### config.mk
export PLATFORM = sky130hd
export DESIGN_NAME = display_frame_receiver
export DESIGN_NICKNAME = d
export VERILOG_FILES = /design/src/rtl/core/dfr_pkg.sv /design/src/rtl/core/dfr_datapath.sv /design/src/rtl/core/dfr_ctrl.sv /design/src/rtl/core/display_frame_receiver.sv
export SDC_FILE = /design/constraint.sdc
export NUM_CORES = 1
export LEC_CHECK = 0
export ABC_CLOCK_PERIOD_IN_PS = 13600
export BUFFER_PORTS_ARGS = -buffer_cell sky130_fd_sc_hd__clkbuf_2
export CAP_MARGIN = 10
export CORE_MARGIN = 2
export CORE_UTILIZATION = 60
export CTS_CLUSTER_SIZE = 20
export DETAILED_ROUTE_END_ITERATION = 7
export PLACE_DENSITY = 0.79
export SYNTH_ARGS = -nofsm -noshare
export SYNTH_HDL_FRONTEND = slang
export SYNTH_SLANG_ARGS = --single-unit
### constraint.sdc
create_clock -name clk -period 13.6 [get_ports clk]
set_input_delay 2.04 -clock clk [delete_from_list [all_inputs] [get_ports clk]]
set_output_delay 2.04 -clock clk [all_outputs]
set_load 0.05 [all_outputs]
### src/rtl/core/dfr_pkg.sv
// Shared types, constants and control structs for the display frame receiver.
`default_nettype none

package dfr_pkg;

  localparam int unsigned PAYLOAD_DEPTH = 64;
  localparam int unsigned PAY_AW        = $clog2(PAYLOAD_DEPTH);
  localparam int unsigned MAX_ELEMENTS  = 63;

  localparam logic [7:0] HDR_FIRST_RST = 8'h5A;
  localparam logic [7:0] HDR_SECOND_RST = 8'hA5;
  localparam logic [7:0] CMD_RW_RST    = 8'h80;
  localparam logic [7:0] CMD_RR_RST    = 8'h81;
  localparam logic [7:0] CMD_VW_RST    = 8'h82;
  localparam logic [7:0] CMD_VR_RST    = 8'h83;

  localparam logic [7:0] ACK_LENGTH = 8'h03;
  localparam logic [7:0] ACK_CHAR_O = 8'h4F;
  localparam logic [7:0] ACK_CHAR_K = 8'h4B;

  typedef enum logic [2:0] {
    CFG_HDR_FIRST  = 3'd0,
    CFG_HDR_SECOND = 3'd1,
    CFG_CMD_RW     = 3'd2,
    CFG_CMD_RR     = 3'd3,
    CFG_CMD_VW     = 3'd4,
    CFG_CMD_VR     = 3'd5
  } cfg_idx_t;

  typedef enum logic [2:0] {
    KIND_ACK      = 3'd0,
    KIND_VAR      = 3'd1,
    KIND_REG      = 3'd2,
    KIND_OTHER    = 3'd3,
    KIND_HDR_ERR  = 3'd4,
    KIND_OVERFLOW = 3'd5
  } kind_t;

  typedef enum logic [3:0] {
    S_H1, S_H2, S_LEN, S_CMD, S_PAY,
    S_A0, S_A1, S_A2, S_A3, S_CLS,
    S_HEAD, S_RH, S_RL, S_CL, S_OUT
  } state_t;

  typedef enum logic [1:0] {
    EM_NONE, EM_HDR, EM_HEAD, EM_ELEM
  } emit_t;

  typedef enum logic [2:0] {
    RS_B0, RS_B1, RS_B2, RS_HI, RS_LO
  } rsel_t;

  typedef struct packed {
    logic  cap_len;
    logic  cap_cmd;
    logic  pay_wr;
    rsel_t rsel;
    logic  cap_b0;
    logic  cap_b1;
    logic  cap_b2;
    logic  classify;
    logic  cap_hi;
    logic  cap_lo;
    logic  elem_inc;
    emit_t emit;
  } ctrl_cmd_t;

  typedef struct packed {
    logic hdr1_ok;
    logic hdr2_ok;
    logic pay_done;
    logic slot_free;
    logic head_last;
    logic elem_last;
    logic is_var;
  } ctrl_sts_t;

endpackage

`default_nettype wire

### src/rtl/core/dfr_datapath.sv
// Datapath: config registers, payload memory, decode registers and output register.
`default_nettype none

module dfr_datapath (
  input  wire logic               clk,
  input  wire logic               rst_n,
  input  wire logic [7:0]         in_tdata,
  input  wire logic               cfg_we,
  input  wire logic [2:0]         cfg_index,
  input  wire logic [7:0]         cfg_wdata,
  input  wire dfr_pkg::ctrl_cmd_t cmd_i,
  output dfr_pkg::ctrl_sts_t      sts_o,
  output logic                    out_tvalid,
  input  wire logic               out_tready,
  output logic [47:0]             out_tdata,
  output logic [2:0]              out_tuser,
  output logic                    out_tlast
);

  localparam logic [8:0] DEPTH9 = 9'(dfr_pkg::PAYLOAD_DEPTH);
  localparam logic [8:0] MAXE9  = 9'(dfr_pkg::MAX_ELEMENTS);

  logic [7:0] hdr1_r, hdr2_r, cmd_rw_r, cmd_rr_r, cmd_vw_r, cmd_vr_r;
  logic [7:0] len_r, cmdb_r;
  logic [7:0] cnt_r;
  logic       ovf_r;
  logic [7:0] mem [dfr_pkg::PAYLOAD_DEPTH];
  logic [7:0] rd_data_r;
  logic       rd_ok_r;
  logic [7:0] b0_r, b1_r, b2_r, hi_r, lo_r;
  dfr_pkg::kind_t kind_r, kind_nxt;
  logic [15:0] addr_r, addr_nxt;
  logic [5:0] total_r, total_nxt;
  logic [5:0] elem_r;

  logic        out_valid_r;
  logic [2:0]  o_kind_r;
  logic [7:0]  o_cmd_r;
  logic [15:0] o_addr_r;
  logic        o_hv_r;
  logic [15:0] o_val_r;
  logic [5:0]  o_idx_r;
  logic        o_last_r;

  logic [8:0] cnt9, n9, need9, avail3, avail2, lim_v, lim_g, vtot, rtot;
  logic [7:0] need, rd_idx, byte_in;
  logic       slot_free, ack_hit, head_last, elem_last;

  always_comb begin
    cnt9      = {1'b0, cnt_r};
    n9        = (cnt9 >= DEPTH9) ? DEPTH9 : cnt9;
    need      = (len_r == 8'd0) ? 8'd0 : len_r - 8'd1;
    need9     = {1'b0, need};
    slot_free = !out_valid_r || out_tready;
    byte_in   = rd_ok_r ? rd_data_r : 8'd0;
    head_last = (total_r == 6'd0);
    elem_last = ({1'b0, elem_r} + 7'd1) == {1'b0, total_r};
  end

  always_comb begin
    case (cmd_i.rsel)
      dfr_pkg::RS_B0: rd_idx = 8'd0;
      dfr_pkg::RS_B1: rd_idx = 8'd1;
      dfr_pkg::RS_B2: rd_idx = 8'd2;
      dfr_pkg::RS_HI: rd_idx = (kind_r == dfr_pkg::KIND_VAR) ?
                               8'd3 + {1'b0, elem_r, 1'b0} : 8'd2 + {2'b0, elem_r};
      dfr_pkg::RS_LO: rd_idx = 8'd4 + {1'b0, elem_r, 1'b0};
      default:        rd_idx = 8'd0;
    endcase
  end

  always_comb begin
    avail3  = (n9 > 9'd3) ? n9 - 9'd3 : 9'd0;
    avail2  = (n9 > 9'd2) ? n9 - 9'd2 : 9'd0;
    lim_v   = ({1'b0, b2_r} < avail3) ? {1'b0, b2_r} : avail3;
    lim_g   = ({1'b0, b1_r} < avail2) ? {1'b0, b1_r} : avail2;
    vtot    = (lim_v + 9'd1) >> 1;
    rtot    = lim_g;
    ack_hit = (len_r == dfr_pkg::ACK_LENGTH) &&
              ((cmdb_r == cmd_vw_r) || (cmdb_r == cmd_rw_r)) &&
              (b0_r == dfr_pkg::ACK_CHAR_O) && (b1_r == dfr_pkg::ACK_CHAR_K);
    addr_nxt  = 16'd0;
    total_nxt = 6'd0;
    if (ovf_r) begin
      kind_nxt = dfr_pkg::KIND_OVERFLOW;
    end else if (ack_hit) begin
      kind_nxt = dfr_pkg::KIND_ACK;
    end else if (cmdb_r == cmd_vr_r) begin
      kind_nxt  = dfr_pkg::KIND_VAR;
      addr_nxt  = {b0_r, b1_r};
      total_nxt = (vtot > MAXE9) ? MAXE9[5:0] : vtot[5:0];
    end else if (cmdb_r == cmd_rr_r) begin
      kind_nxt  = dfr_pkg::KIND_REG;
      addr_nxt  = {8'd0, b0_r};
      total_nxt = (rtot > MAXE9) ? MAXE9[5:0] : rtot[5:0];
    end else begin
      kind_nxt = dfr_pkg::KIND_OTHER;
    end
  end

  always_ff @(posedge clk) begin
    if (!rst_n) begin
      hdr1_r   <= dfr_pkg::HDR_FIRST_RST;
      hdr2_r   <= dfr_pkg::HDR_SECOND_RST;
      cmd_rw_r <= dfr_pkg::CMD_RW_RST;
      cmd_rr_r <= dfr_pkg::CMD_RR_RST;
      cmd_vw_r <= dfr_pkg::CMD_VW_RST;
      cmd_vr_r <= dfr_pkg::CMD_VR_RST;
    end else if (cfg_we) begin
      case (dfr_pkg::cfg_idx_t'(cfg_index))
        dfr_pkg::CFG_HDR_FIRST:  hdr1_r   <= cfg_wdata;
        dfr_pkg::CFG_HDR_SECOND: hdr2_r   <= cfg_wdata;
        dfr_pkg::CFG_CMD_RW:     cmd_rw_r <= cfg_wdata;
        dfr_pkg::CFG_CMD_RR:     cmd_rr_r <= cfg_wdata;
        dfr_pkg::CFG_CMD_VW:     cmd_vw_r <= cfg_wdata;
        dfr_pkg::CFG_CMD_VR:     cmd_vr_r <= cfg_wdata;
        default: ;
      endcase
    end
  end

  always_ff @(posedge clk) begin
    if (!rst_n) begin
      len_r   <= 8'd0;
      cmdb_r  <= 8'd0;
      cnt_r   <= 8'd0;
      ovf_r   <= 1'b0;
      kind_r  <= dfr_pkg::KIND_OTHER;
      addr_r  <= 16'd0;
      total_r <= 6'd0;
      elem_r  <= 6'd0;
    end else begin
      if (cmd_i.cap_len) len_r <= in_tdata;
      if (cmd_i.cap_cmd) begin
        cmdb_r <= in_tdata;
        cnt_r  <= 8'd0;
        ovf_r  <= 1'b0;
      end
      if (cmd_i.pay_wr) begin
        cnt_r <= cnt_r + 8'd1;
        if (cnt9 >= DEPTH9) ovf_r <= 1'b1;
      end
      if (cmd_i.classify) begin
        kind_r  <= kind_nxt;
        addr_r  <= addr_nxt;
        total_r <= total_nxt;
        elem_r  <= 6'd0;
      end
      if (cmd_i.elem_inc) elem_r <= elem_r + 6'd1;
    end
  end

  always_ff @(posedge clk) begin
    if (cmd_i.pay_wr && (cnt9 < DEPTH9)) mem[cnt_r[dfr_pkg::PAY_AW-1:0]] <= in_tdata;
    rd_data_r <= mem[rd_idx[dfr_pkg::PAY_AW-1:0]];
    rd_ok_r   <= {1'b0, rd_idx} < n9;
    if (cmd_i.cap_b0) b0_r <= byte_in;
    if (cmd_i.cap_b1) b1_r <= byte_in;
    if (cmd_i.cap_b2) b2_r <= byte_in;
    if (cmd_i.cap_hi) hi_r <= byte_in;
    if (cmd_i.cap_lo) lo_r <= byte_in;
  end

  always_ff @(posedge clk) begin
    if (!rst_n) begin
      out_valid_r <= 1'b0;
    end else if (cmd_i.emit != dfr_pkg::EM_NONE) begin
      out_valid_r <= 1'b1;
    end else if (out_tready) begin
      out_valid_r <= 1'b0;
    end
  end

  always_ff @(posedge clk) begin
    case (cmd_i.emit)
      dfr_pkg::EM_HDR: begin
        o_kind_r <= dfr_pkg::KIND_HDR_ERR;
        o_cmd_r  <= 8'd0;
        o_addr_r <= 16'd0;
        o_hv_r   <= 1'b0;
        o_val_r  <= 16'd0;
        o_idx_r  <= 6'd0;
        o_last_r <= 1'b1;
      end
      dfr_pkg::EM_HEAD: begin
        o_kind_r <= kind_r;
        o_cmd_r  <= cmdb_r;
        o_addr_r <= addr_r;
        o_hv_r   <= 1'b0;
        o_val_r  <= 16'd0;
        o_idx_r  <= 6'd0;
        o_last_r <= head_last;
      end
      dfr_pkg::EM_ELEM: begin
        o_kind_r <= kind_r;
        o_cmd_r  <= cmdb_r;
        o_addr_r <= addr_r;
        o_hv_r   <= 1'b1;
        o_val_r  <= (kind_r == dfr_pkg::KIND_VAR) ? {hi_r, lo_r} : {8'd0, hi_r};
        o_idx_r  <= elem_r;
        o_last_r <= elem_last;
      end
      default: ;
    endcase
  end

  always_comb begin
    sts_o.hdr1_ok   = (in_tdata == hdr1_r);
    sts_o.hdr2_ok   = (in_tdata == hdr2_r) || (in_tdata == 8'd0);
    sts_o.pay_done  = (cnt9 + 9'd1) >= need9;
    sts_o.slot_free = slot_free;
    sts_o.head_last = head_last;
    sts_o.elem_last = elem_last;
    sts_o.is_var    = (kind_r == dfr_pkg::KIND_VAR);
  end

  assign out_tvalid = out_valid_r;
  assign out_tdata  = {1'b0, o_idx_r, o_val_r, o_hv_r, o_addr_r, o_cmd_r};
  assign out_tuser  = o_kind_r;
  assign out_tlast  = o_last_r;

  a_emit_slot: assert property (@(posedge clk) disable iff (!rst_n)
    (cmd_i.emit != dfr_pkg::EM_NONE) |-> (!out_valid_r || out_tready))
    else $error("result loaded while output register is held");

  a_elem_range: assert property (@(posedge clk) disable iff (!rst_n)
    elem_r <= total_r)
    else $error("element counter past element total");

  a_ovf_count: assert property (@(posedge clk) disable iff (!rst_n)
    ovf_r |-> (cnt9 > DEPTH9))
    else $error("overflow flag without payload beyond depth");

endmodule

`default_nettype wire

### src/rtl/core/dfr_ctrl.sv
// Controller: byte parse phases and the decode and result sequencer.
`default_nettype none

module dfr_ctrl (
  input  wire logic               clk,
  input  wire logic               rst_n,
  input  wire logic               in_tvalid,
  output logic                    in_tready,
  input  wire dfr_pkg::ctrl_sts_t sts_i,
  output dfr_pkg::ctrl_cmd_t      cmd_o
);

  dfr_pkg::state_t state_r, state_nxt;
  logic            parse_st, acc;

  always_ff @(posedge clk) begin
    if (!rst_n) begin
      state_r <= dfr_pkg::S_H1;
    end else begin
      state_r <= state_nxt;
    end
  end

  always_comb begin
    parse_st  = (state_r == dfr_pkg::S_H1) || (state_r == dfr_pkg::S_H2) ||
                (state_r == dfr_pkg::S_LEN) || (state_r == dfr_pkg::S_CMD) ||
                (state_r == dfr_pkg::S_PAY);
    in_tready = parse_st && sts_i.slot_free;
    acc       = in_tvalid && in_tready;
    cmd_o     = '0;
    state_nxt = state_r;
    case (state_r)
      dfr_pkg::S_H1: begin
        if (acc) begin
          if (sts_i.hdr1_ok) state_nxt = dfr_pkg::S_H2;
          else cmd_o.emit = dfr_pkg::EM_HDR;
        end
      end
      dfr_pkg::S_H2: begin
        if (acc) begin
          if (sts_i.hdr2_ok) begin
            state_nxt = dfr_pkg::S_LEN;
          end else begin
            cmd_o.emit = dfr_pkg::EM_HDR;
            state_nxt  = dfr_pkg::S_H1;
          end
        end
      end
      dfr_pkg::S_LEN: begin
        if (acc) begin
          cmd_o.cap_len = 1'b1;
          state_nxt     = dfr_pkg::S_CMD;
        end
      end
      dfr_pkg::S_CMD: begin
        if (acc) begin
          cmd_o.cap_cmd = 1'b1;
          state_nxt     = dfr_pkg::S_PAY;
        end
      end
      dfr_pkg::S_PAY: begin
        if (acc) begin
          cmd_o.pay_wr = 1'b1;
          if (sts_i.pay_done) state_nxt = dfr_pkg::S_A0;
        end
      end
      dfr_pkg::S_A0: begin
        cmd_o.rsel = dfr_pkg::RS_B0;
        state_nxt  = dfr_pkg::S_A1;
      end
      dfr_pkg::S_A1: begin
        cmd_o.rsel   = dfr_pkg::RS_B1;
        cmd_o.cap_b0 = 1'b1;
        state_nxt    = dfr_pkg::S_A2;
      end
      dfr_pkg::S_A2: begin
        cmd_o.rsel   = dfr_pkg::RS_B2;
        cmd_o.cap_b1 = 1'b1;
        state_nxt    = dfr_pkg::S_A3;
      end
      dfr_pkg::S_A3: begin
        cmd_o.cap_b2 = 1'b1;
        state_nxt    = dfr_pkg::S_CLS;
      end
      dfr_pkg::S_CLS: begin
        cmd_o.classify = 1'b1;
        state_nxt      = dfr_pkg::S_HEAD;
      end
      dfr_pkg::S_HEAD: begin
        if (sts_i.slot_free) begin
          cmd_o.emit = dfr_pkg::EM_HEAD;
          state_nxt  = sts_i.head_last ? dfr_pkg::S_H1 : dfr_pkg::S_RH;
        end
      end
      dfr_pkg::S_RH: begin
        cmd_o.rsel = dfr_pkg::RS_HI;
        state_nxt  = dfr_pkg::S_RL;
      end
      dfr_pkg::S_RL: begin
        cmd_o.cap_hi = 1'b1;
        if (sts_i.is_var) begin
          cmd_o.rsel = dfr_pkg::RS_LO;
          state_nxt  = dfr_pkg::S_CL;
        end else begin
          state_nxt  = dfr_pkg::S_OUT;
        end
      end
      dfr_pkg::S_CL: begin
        cmd_o.cap_lo = 1'b1;
        state_nxt    = dfr_pkg::S_OUT;
      end
      dfr_pkg::S_OUT: begin
        if (sts_i.slot_free) begin
          cmd_o.emit = dfr_pkg::EM_ELEM;
          if (sts_i.elem_last) begin
            state_nxt = dfr_pkg::S_H1;
          end else begin
            cmd_o.elem_inc = 1'b1;
            state_nxt      = dfr_pkg::S_RH;
          end
        end
      end
      default: state_nxt = dfr_pkg::S_H1;
    endcase
  end

  a_pay_done: assert property (@(posedge clk) disable iff (!rst_n)
    (acc && (state_r == dfr_pkg::S_PAY) && sts_i.pay_done) |=> (state_r == dfr_pkg::S_A0))
    else $error("completed frame did not start decode");

endmodule

`default_nettype wire

### src/rtl/core/display_frame_receiver.sv
// Top level of the display frame receiver: controller plus datapath.
//
// Channel   Direction  Contents
// in_       slave      tdata[7:0] rx_byte
// out_      master     tdata: command_code, target_address, has_value, data_value,
//                      element_index; tuser: frame_kind; tlast: last_of_frame
// cfg_      write      cfg_index 0..5 selects header and command code registers
//
// One byte per cycle while inside a frame; a byte that ends a frame starts a
// decode of three registered reads of the payload memory and one classify step.
// The head result is then emitted; each register-read byte takes one read and
// each variable-read word two, through the single read port of the payload memory.
// A held output register stalls input and sequencer alike.
// Reset restores the register defaults and waits for the first header byte.
`default_nettype none

module display_frame_receiver (
  input  wire logic        clk,
  input  wire logic        rst_n,
  input  wire logic        in_tvalid,
  output logic             in_tready,
  input  wire logic [7:0]  in_tdata,   // [7:0] rx_byte
  output logic             out_tvalid,
  input  wire logic        out_tready,
  // [7:0] command_code, [23:8] target_address, [24] has_value,
  // [40:25] data_value, [46:41] element_index, [47] zero
  output logic [47:0]      out_tdata,
  output logic [2:0]       out_tuser,  // [2:0] frame_kind
  output logic             out_tlast,
  input  wire logic        cfg_we,
  input  wire logic [2:0]  cfg_index,
  input  wire logic [7:0]  cfg_wdata
);

  dfr_pkg::ctrl_cmd_t cmd;
  dfr_pkg::ctrl_sts_t sts;

  dfr_ctrl u_ctrl (
    .clk       (clk),
    .rst_n     (rst_n),
    .in_tvalid (in_tvalid),
    .in_tready (in_tready),
    .sts_i     (sts),
    .cmd_o     (cmd)
  );

  dfr_datapath u_datapath (
    .clk        (clk),
    .rst_n      (rst_n),
    .in_tdata   (in_tdata),
    .cfg_we     (cfg_we),
    .cfg_index  (cfg_index),
    .cfg_wdata  (cfg_wdata),
    .cmd_i      (cmd),
    .sts_o      (sts),
    .out_tvalid (out_tvalid),
    .out_tready (out_tready),
    .out_tdata  (out_tdata),
    .out_tuser  (out_tuser),
    .out_tlast  (out_tlast)
  );

endmodule

`default_nettype wire

# Yosys cells after proc, flatten, opt, wreduce, memory -nomap -nowiden
# Memory sizes are Yosys's and may differ from the RTL's. A register that Yosys moved wholly into a read port is not among the register bits.
# Index checks and enable logic that the tools add are counted.
# op_classes
add_sub_neg,11
magnitude_cmp,10
eq_ne,46
muxes,77
n_reduce_logical,35
# ops
cell,n
16-bit 2-to-1 mux,4
16-bit one-hot mux with 2 select lines,2
4-bit one-hot mux with 15 select lines,1
8-bit 2-to-1 mux,7
8-bit equality test,6
6-bit 2-to-1 mux,8
4-bit 2-to-1 mux,11
9-bit 2-to-1 mux,4
8-bit one-hot mux with 4 select lines,1
4-bit equality test (second input constant),7
8-bit by 9-bit < comparator with 1-bit output,3
1-bit 2-to-1 mux,22
9-bit by 2-bit > comparator with 1-bit output (second input constant),2
9-bit by 2-bit subtractor with 9-bit output (second input constant),2
4-bit by 3-bit equality test with 1-bit output (second input constant),4
8-bit by 7-bit equality test with 1-bit output (second input constant),2
8-bit logical NOT,2
8-bit one-hot mux with 2 select lines,1
3-bit 2-to-1 mux,5
2-bit by 1-bit inequality test with 1-bit output (second input constant),7
3-bit by 2-bit equality test with 1-bit output (second input constant),4
3-bit one-hot mux with 4 select lines,1
6-bit one-hot mux with 2 select lines,1
2-bit AND reduction,6
38 further kinds,66
# totals
regBits,201
mem_bits_rw,512
input_bits,24
elab_cells,209
memories,1
# mem_list
memory,words,word_bits,read_ports,rd_clocked_by_memory_dff,write_ports,line,text
u_datapath.mem,64,8,1,1,1,dfr_datapath.sv:27,logic [7:0] mem [dfr_pkg::PAYLOAD_DEPTH];

# Depth between registers and ports, before layout
# Gate-level depths: netlist of the first run.
# logic_depth
word_depth,12
mapped_depth,27
mapped_depth_nobuf,23

# Cells and area by module
# From an unflattened synthesis of the first run, not the netlist that was laid out.
# hier_totals
hier_cells,2551
hier_area_um2,31462.7
# by_module_without_submodules
module,instances,cells_per_inst,area_each_um2,seq_area_each_um2
dfr_datapath,1,2465,30907.1,20389.6
dfr_ctrl,1,86,555.5,80.1

# Worst setup path before layout of the first run
# OpenSTA, ideal clock, no wires.
# synth_timing
path_kind,input to register
start,input out_tready
end,register u_datapath.o_addr_r[0] (enable)
setup_time_ns,0.530
t_arrival_ns,5.739
required_ns,13.070
slack_ns,7.331
cell_stages,2
path_cell_list,nor2b_1 o21ai_0
# synth_via
elab_chain_cells,8
# synth_rtl
element,line,text
"start, declared",display_frame_receiver.sv:24,"input wire logic out_tready,"
1-bit logical OR *,dfr_datapath.sv:54,slot_free = !out_valid_r || out_tready;
1-bit logical AND,dfr_ctrl.sv:28,in_tready = parse_st && sts_i.slot_free;
1-bit logical AND,dfr_ctrl.sv:29,acc = in_tvalid && in_tready;
"2-bit 2-to-1 mux, on equally long branches","dfr_ctrl.sv:40, dfr_ctrl.sv:34",
2-bit one-hot mux with 4 select lines *,dfr_ctrl.sv:32,case (state_r)
2-bit equality test,dfr_datapath.sv:175,case (cmd_i.emit)
2-bit OR reduction (no line),--,
2-bit nonzero test (no line) *,--,
"end signal, assigned",dfr_datapath.sv:188,o_addr_r <= addr_r;
"end signal, assigned",dfr_datapath.sv:197,o_addr_r <= addr_r;
"end, declared",dfr_datapath.sv:39,logic [15:0] o_addr_r;
# Every way passes the cells marked *; elsewhere a longest branch is shown, timed or not.
# A chain may end at the register's enable or synchronous reset.

# Final worst setup path of the first run
# layout_timing
start,register u_datapath.cnt_r[6]
end,register u_datapath.total_r[3]
# layout_via
elab_chain_cells,12
# layout_rtl
element,line,text
"start, declared",dfr_datapath.sv:25,logic [7:0] cnt_r;
"start signal, assigned",dfr_datapath.sv:140,cnt_r <= cnt_r + 8'd1;
8-bit by 7-bit >= comparator with 1-bit output,dfr_datapath.sv:51,n9 = (cnt9 >= DEPTH9) ? DEPTH9 : cnt9;
8-bit 2-to-1 mux *,dfr_datapath.sv:51,
"9-bit by 2-bit subtractor with 9-bit output, or another cell as far along",dfr_datapath.sv:73,avail3 = (n9 > 9'd3) ? n9 - 9'd3 : 9'd0;
"9-bit 2-to-1 mux, on equally long branches","dfr_datapath.sv:73, dfr_datapath.sv:74",
"8-bit by 9-bit < comparator with 1-bit output, on equally long branches","dfr_datapath.sv:75, dfr_datapath.sv:76",
"9-bit 2-to-1 mux, on equally long branches","dfr_datapath.sv:75, dfr_datapath.sv:76",
9-bit by 1-bit adder with 9-bit output or 9-bit by 6-bit > comparator with 1-bit output (tied branches),"dfr_datapath.sv:77, dfr_datapath.sv:95",
8-bit by 6-bit > comparator with 1-bit output or 6-bit 2-to-1 mux (tied branches),"dfr_datapath.sv:91, dfr_datapath.sv:95",
"6-bit 2-to-1 mux, on equally long branches","dfr_datapath.sv:91, dfr_datapath.sv:92",
6-bit 2-to-1 mux *,dfr_datapath.sv:88,end else if (cmdb_r == cmd_vr_r) begin
6-bit 2-to-1 mux *,dfr_datapath.sv:86,end else if (ack_hit) begin
6-bit 2-to-1 mux *,dfr_datapath.sv:84,if (ovf_r) begin
"end signal, assigned",dfr_datapath.sv:146,total_r <= total_nxt;
"end, declared",dfr_datapath.sv:33,"logic [5:0] total_r, total_nxt;"
# Marks and branches as above.

==> flow_metrics.py, run 1 <==
metrics = {
    "clock_tree": {
        "post_cts_resize_count": 0,
        "ctsHoldBuffers": 0,
        "root_buffer": "clkbuf_16",
        "cts.sinks": 721,
        "htreeDepth": 3,
        "clock_latency_ns": 0.63,
        "clk_pin_slew_worst_paths_ns": 0.07,
        "cts_setup_buffers": 0,
        "cts_buffer_depth": 3,
        "cts_tree": "built",
        "numCtsBuffers": 73,
    },
    "global_routing": {
        "grt.overflow.total": 0,
        "grt_pass1_vias": 20300,
        "grt_pass1_wl_um": 119000,
        "grt_util_met1": 0.404,
        "busiest_layer": "met2",
        "grt_max_degree": 114,
        "grt.met3_usage": 0.0537,
        "antenna_found_initial": 0,
        "grt_use_total": 0.292,
        "met2_usage": 0.459,
    },
    "setup_path": {
        "cp-end-kind": "flip-flop",
        "path_max_fanout": 16,
        "worstSetupStartpointType": "flip-flop",
        "path_buf_inv": 2,
        "critPathKind": "reg -> reg",
        "cp_slowest_stage_delay_ns": 0.51,
        "cp_top_family": "simple AND/OR/NAND/NOR gates",
        "worstPathRequired_ns": 14.12,
        "cpMaxStageDelayCell": "or2_1",
        "crit_top_cell": "ha_1",
        "path_cells": "or2_1, inv_2, nand2_1, inv_1, ha_1, nand3b_1, nor4_1, a21oi_1, ha_1, nand3_1, or3_1, o211ai_2, nand2_2, o21ai_0, ha_1, nor3b_1, and3_1, nor3_4, o21ai_0, a21oi_1",
        "cp_data_arrival_time_ns": 6.33,
    },
    "timing": {
        "timing.final.crit_period_ns": 5.81,
        "tightest_slew_ns": 1.21,
        "clock_skew_ns": 0.0319,
        "whs_ns": 0.471,
        "rsz0062_at_grt": "no",
        "setup_viol": 0,
        "fmax_ghz": 0.172,
        "timing.slew.headroom": 0.192,
        "slew_viol_final": 0,
        "hold_viol_final": 0,
        "finalWorstSetupSlack_ns": 7.79,
        "fin_crit_sh": 0.427,
        "setup-tns-final_ns": 0,
    },
    "yosys": {
        "ys_async_sr_fraction": 0,
        "synth_edf_count": 603,
        "synth_area_per_cell_um2": 12.3,
        "ys_top_cells_by_count": "603 x edfxtp_1, 489 x nand2_1, 156 x nor2_1",
        "synth.top_cells.by_area": "edfxtp_1 58%, dfxtp_1 7.6%, nand2_1 5.9%",
        "synth-main-ff-cell": "edfxtp_1",
        "yosys_warnings": 0,
        "yosysUniqueCellTypes": 81,
        "synth_area_um2": 31200,
        "ys_seq_area_frac": 0.656,
        "synth.most_common_cell": "edfxtp_1",
        "synth_top_area_frac": 0.580,
        "synth.largest_area_cell": "edfxtp_1",
        "netlist_instances": 2535,
        "ys_ff_latch": 721,
    },
    "power": {
        "intPower_mw": 3.63,
        "swShare": 0.216,
        "combPwrFrac": 0.039,
        "total_leakage_power_nw": 12.3,
        "vdd_drop_max_mv": 0.113,
        "clockPowerShare": 0.437,
        "seqPwrFrac": 0.524,
        "p_per_area_nw_per_um2": 135,
        "power_switching_uw": 1000,
    },
    "placement": {
        "dp.cells": 3160,
        "dp.final_hpwl_um": 48000,
        "post-place-ws_ns": 7.98,
        "globalplace.congestion": 0.937,
        "numPortBuffers": 76,
    },
    "cells_and_area": {
        "fin_nets": 2618,
        "area_delta_synth_final_pct": 9.98,
        "antenna_cells": 0,
        "final-seq-area_um2": 20500,
        "nFillCells": 3617,
        "multi_input_area_um2": 9870,
        "drive_above_1_share": 0.0998,
        "layoutNonFillerInstCount": 3294,
    },
    "detailed_routing": {
        "drc": 0,
        "drt-wirelength-per-cell_um": 23.6,
        "vias": 21100,
        "drt_wl_total_um": 77700,
        "ant_nets": 0,
        "viasPerCell": 6.41,
        "firstDrtPassIters": 6,
        "drt_iter0_drc": 2816,
    },
    "worst_hold_path": {
        "hold_path_class": "reg -> reg",
    },
    "die": {
        "start_util": 0.607,
        "fp-row-count": 83,
        "dieArea_um2": 53800,
        "ios": 78,
        "die_h_um": 232,
        "core_area_um2": 51400,
        "die_w_um": 232,
    },
    "job": {
        "max-cap-violations": 0,
    },
    "outcome": {
        "outcome": "complete, no violations",
    },
}
[flip-flops by register name, summed over array words and instances, names as in the netlist, 16 cells and up]
name and count:
u_datapath.o_val_r 16, u_datapath.o_addr_r 16, u_datapath.mem 512, u_datapath.addr_r 16
[per-stage QoR]
step                area, um2  power [mW]   util
finish                  34300        4.63  0.668
global route            34300        4.75  0.668
CTS                     34300        4.64  0.668
detailed placement      31900        2.65  0.620
global placement        31900        2.65  0.620
floorplan               31200        2.58      -
[placed cells by master (no fill, tap or decap), drive strengths merged, types with 7 or more instances in the layout]
cell type | netlist | layout
edfxtp | 603 | 603
nand2 | 491 | 491
clkbuf | 77 | 169
nor2 | 156 | 156
dfxtp | 118 | 118
a21oi | 109 | 109
and3 | 96 | 96
mux2i | 86 | 86
nand3 | 79 | 79
a311oi | 65 | 65
xnor2 | 61 | 61
a211oi | 44 | 44
and2 | 44 | 44
ha | 39 | 39
o21ai | 39 | 39
inv | 29 | 34
nor3 | 33 | 33
nand4 | 30 | 30
a31oi | 27 | 27
buf | 83 | 27
clkinv | 0 | 27
a22oi | 25 | 25
or3 | 22 | 22
nor4 | 18 | 18
mux4 | 16 | 16
o31ai | 15 | 15
nand2b | 14 | 14
xor2 | 11 | 11
nor2b | 8 | 8
a222oi | 8 | 8
a21o | 7 | 7
and4 | 7 | 7
o211ai | 7 | 7
[cell families after synthesis]
kind of cell             count (synthesis)  share of synthesized area
AND/OR/NAND/NOR                       1022                      0.153
flip-flops                             721                      0.656
AO/OA/AOI/OAI                          384                     0.0852
buffers and inverters                  189                     0.0287
multiplexers                           105                     0.0402
XOR/XNOR                                73                     0.0210
adder cells (fa/ha/maj)                 39                     0.0156
other                                    2                   0.000241
[per-layer routing]
layer	up-vias	share of wire
met5	-	0
met3	208	0.094
li1	9443	-
met1	10200	0.40
met2	1254	0.46
met4	0	0.041
[worst reg2reg max path, cell delays in order (launching register included)]
cell	delay, ns
dfxtp_1	0.45
or2_1	0.51
inv_2	0.27
nand2_1	0.20
inv_1	0.10
ha_1	0.35
nand3b_1	0.25
nor4_1	0.48
a21oi_1	0.15
ha_1	0.37
nand3_1	0.18
or3_1	0.47
o211ai_2	0.29
nand2_2	0.25
o21ai_0	0.23
ha_1	0.34
nor3b_1	0.09
and3_1	0.21
nor3_4	0.24
o21ai_0	0.12
a21oi_1	0.15
[final timing paths]
check,startpoint,endpoint,slack [ns],depth (start not counted)
max,u_datapath.cnt_r[6],u_datapath.total_r[3],7.79,20
min,u_datapath.cmd_vw_r[3],u_datapath.cmd_vw_r[3],0.47,2
max reg2reg,u_datapath.cnt_r[6],u_datapath.total_r[3],7.79,20
min reg2reg,u_datapath.cmd_vw_r[3],u_datapath.cmd_vw_r[3],0.47,2
[layout make-up]
class / instances / area share
timing repair buffer: 103 / 0.0170
tap: 680 / 0.0248
multi-input combinational: 1627 / 0.288
inverter: 29 / 0.00317
clock inverter: 41 / 0.0118
sequential: 721 / 0.596
clock buffer: 93 / 0.0591
[power groups by stage]
| stage | Sequential, mW | Clock (mW) | Combinational, mW |
|---|---|---|---|
| finish | 2.42 | 2.02 | 0.181 |
| global route | 2.43 | 2.13 | 0.193 |
| CTS | 2.43 | 2.04 | 0.180 |
| detailed placement | 2.47 | 0 | 0.180 |
| global placement | 2.47 | 0 | 0.177 |
| floorplan | 2.52 | 0 | 0.0553 |
No activity file was read; power rests on OpenSTA's default activity.
==> run 2, diff against run 1 <==
ABC_CLOCK_PERIOD_IN_PS = 5450   (was 13600)
clock period = 5.45 ns   (was 13.6 ns; I/O delays follow)
==> run 2 against run 1 <==
Compared with the run above: clock power increased by 150%; sequential share of layout area decreased by 0.17 points; utilization grew 0.19 points; critical path type unchanged; global-route usage is 0.77 points lower; flip-flop and latch count unchanged; worst hold slack got worse by 0.0017 ns; clock-buffer cell count fell by 1; non-clock buffer count up 18; routed wire length is 2.2% lower; highest routed layer unchanged; cell area increased by 0.29%; largest power group unchanged.
==> flow_metrics.py, run 2 (same netlist as run 1, synthesis figures left out) <==
metrics = {
    "detailed_routing": {
        "firstDrtPassIters": 6,
        "viasPerCell": 6.36,
        "drt_wl_total_um": 76000,
        "drc": 0,
        "drt_iter0_drc": 2601,
        "ant_nets": 0,
        "drt-wirelength-per-cell_um": 23.0,
        "vias": 21100,
    },
    "timing": {
        "timing.final.crit_period_ns": 4.94,
        "clock_skew_ns": 0.0229,
        "fin_crit_sh": 0.907,
        "fmax_ghz": 0.202,
        "setup_viol": 0,
        "slew_viol_final": 0,
        "setup-tns-final_ns": 0,
        "hold_viol_final": 0,
        "finalWorstSetupSlack_ns": 0.506,
        "whs_ns": 0.469,
        "timing.slew.headroom": 0.288,
        "rsz0062_at_grt": "no",
        "tightest_slew_ns": 1.06,
    },
    "global_routing": {
        "met2_usage": 0.446,
        "grt_util_met1": 0.389,
        "antenna_found_initial": 0,
        "grt_max_degree": 90,
        "grt.met3_usage": 0.0544,
        "grt_use_total": 0.284,
        "busiest_layer": "met2",
        "grt.overflow.total": 0,
        "grt_pass1_vias": 20300,
        "grt_pass1_wl_um": 116000,
    },
    "power": {
        "clockPowerShare": 0.433,
        "swShare": 0.214,
        "intPower_mw": 8.99,
        "power_switching_mw": 2.46,
        "combPwrFrac": 0.038,
        "seqPwrFrac": 0.528,
        "total_leakage_power_nw": 12.4,
        "vdd_drop_max_mv": 0.270,
        "p_per_area_nw_per_um2": 333,
        "finalPower_mw": 11.4,
    },
    "cells_and_area": {
        "finalInstanceArea_um2": 34400,
        "final_common_cell": "edfxtp_1",
        "largest_reg_flops": 512,
        "fin_util": 0.670,
        "layoutNonFillerInstCount": 3311,
        "drive_above_1_share": 0.105,
        "nFillCells": 3562,
        "fin_nets": 2637,
        "area_delta_synth_final_pct": 10.3,
        "mostFrequentLayoutCells": "603 x edfxtp_1, 488 x nand2_1, 156 x nor2_1",
        "antenna_cells": 0,
    },
    "setup_path": {
        "worstSetupStartpoint": "u_datapath.cnt_r[6]",
        "worstSetupStartpointType": "flip-flop",
        "cp_data_arrival_time_ns": 5.48,
        "worstPathRequired_ns": 5.99,
        "critPathKind": "reg -> reg",
        "cp-end-kind": "flip-flop",
        "path_max_fanout": 16,
        "r2r-start": "u_datapath.cnt_r[6]",
    },
    "clock_tree": {
        "root_buffer": "clkbuf_16",
        "cts_setup_buffers": 0,
        "post_cts_resize_count": 0,
        "htreeDepth": 3,
        "cts_tree": "built",
        "clk_pin_slew_worst_paths_ns": 0.07,
        "ctsHoldBuffers": 0,
        "clock_latency_ns": 0.63,
        "numCtsBuffers": 74,
        "cts_buffer_depth": 3,
        "cts.sinks": 721,
    },
    "outcome": {
        "outcome": "complete, no violations",
    },
    "placement": {
        "globalplace.congestion": 0.918,
        "numPortBuffers": 76,
        "postPlaceCellArea_um2": 32000,
        "post-place-ws_ns": 0.400,
        "dp.cells": 3178,
        "dp.final_hpwl_um": 47400,
    },
    "die": {
        "start_util": 0.607,
        "core_area_um2": 51400,
        "die_h_um": 232,
        "die_w_um": 232,
        "ios": 78,
        "fp-row-count": 83,
        "dieArea_um2": 53800,
    },
    "worst_hold_path": {
        "hold_path_class": "reg -> reg",
        "hold_start": "u_datapath.cmd_rr_r[4]",
    },
    "job": {
        "max-cap-violations": 0,
    },
}
## run 2: per-layer routing
| metal | part of all wire | vias to the layer above |
|---|---|---|
| met3 | 0.090 | 219 |
| li1 | - | 9484 |
| met5 | 0 | - |
| met2 | 0.47 | 1124 |
| met4 | 0.043 | 0 |
| met1 | 0.40 | 10200 |
## run 2: worst max-delay path: stages, from the launching register on
cell      delay [ns]
dfxtp_1         0.38
or2_1           0.26
inv_2           0.24
nand2_1         0.15
inv_1           0.14
ha_1            0.28
nand3b_1        0.15
nor4_1          0.19
buf_4           0.17
a21oi_1         0.06
ha_1            0.31
nand3_1         0.17
or3_1           0.46
o211ai_2        0.29
nand2_2         0.26
o21ai_0         0.24
ha_2            0.30
nor3b_1         0.08
and3_1          0.21
nor3_4          0.24
o21ai_0         0.12
a21oi_1         0.15
## run 2: worst paths after layout
kind | to | slack [ns] | cells past startpoint
min | u_datapath.cmd_rr_r[4] | 0.47 | 2
min reg2reg | u_datapath.cmd_rr_r[4] | 0.47 | 2
max | u_datapath.total_r[2] | 0.51 | 21
max reg2reg | u_datapath.total_r[2] | 0.51 | 21
## run 2: final cells by class
| type | count | area, um2 | area share |
|---|---|---|---|
| tap | 680 | 851 | 0.0247 |
| clock inverter | 41 | 383 | 0.0111 |
| timing repair buffer | 121 | 743 | 0.0216 |
| inverter | 29 | 109 | 0.00316 |
| multi-input combinational | 1627 | 9880 | 0.287 |
| clock buffer | 92 | 1990 | 0.0577 |
| sequential | 721 | 20500 | 0.595 |
## run 2: power groups by stage
stage          sequential [mW]  clock, mW  combinational, mW
3_3_place_gp              6.17          0              0.428
3_5_place_dp              6.17          0              0.437
5_1_grt                   6.05       5.21              0.470
2_1_floorplan             6.30          0              0.138
6_report                  6.05       4.96              0.440
4_1_cts                   6.05       5.00              0.439
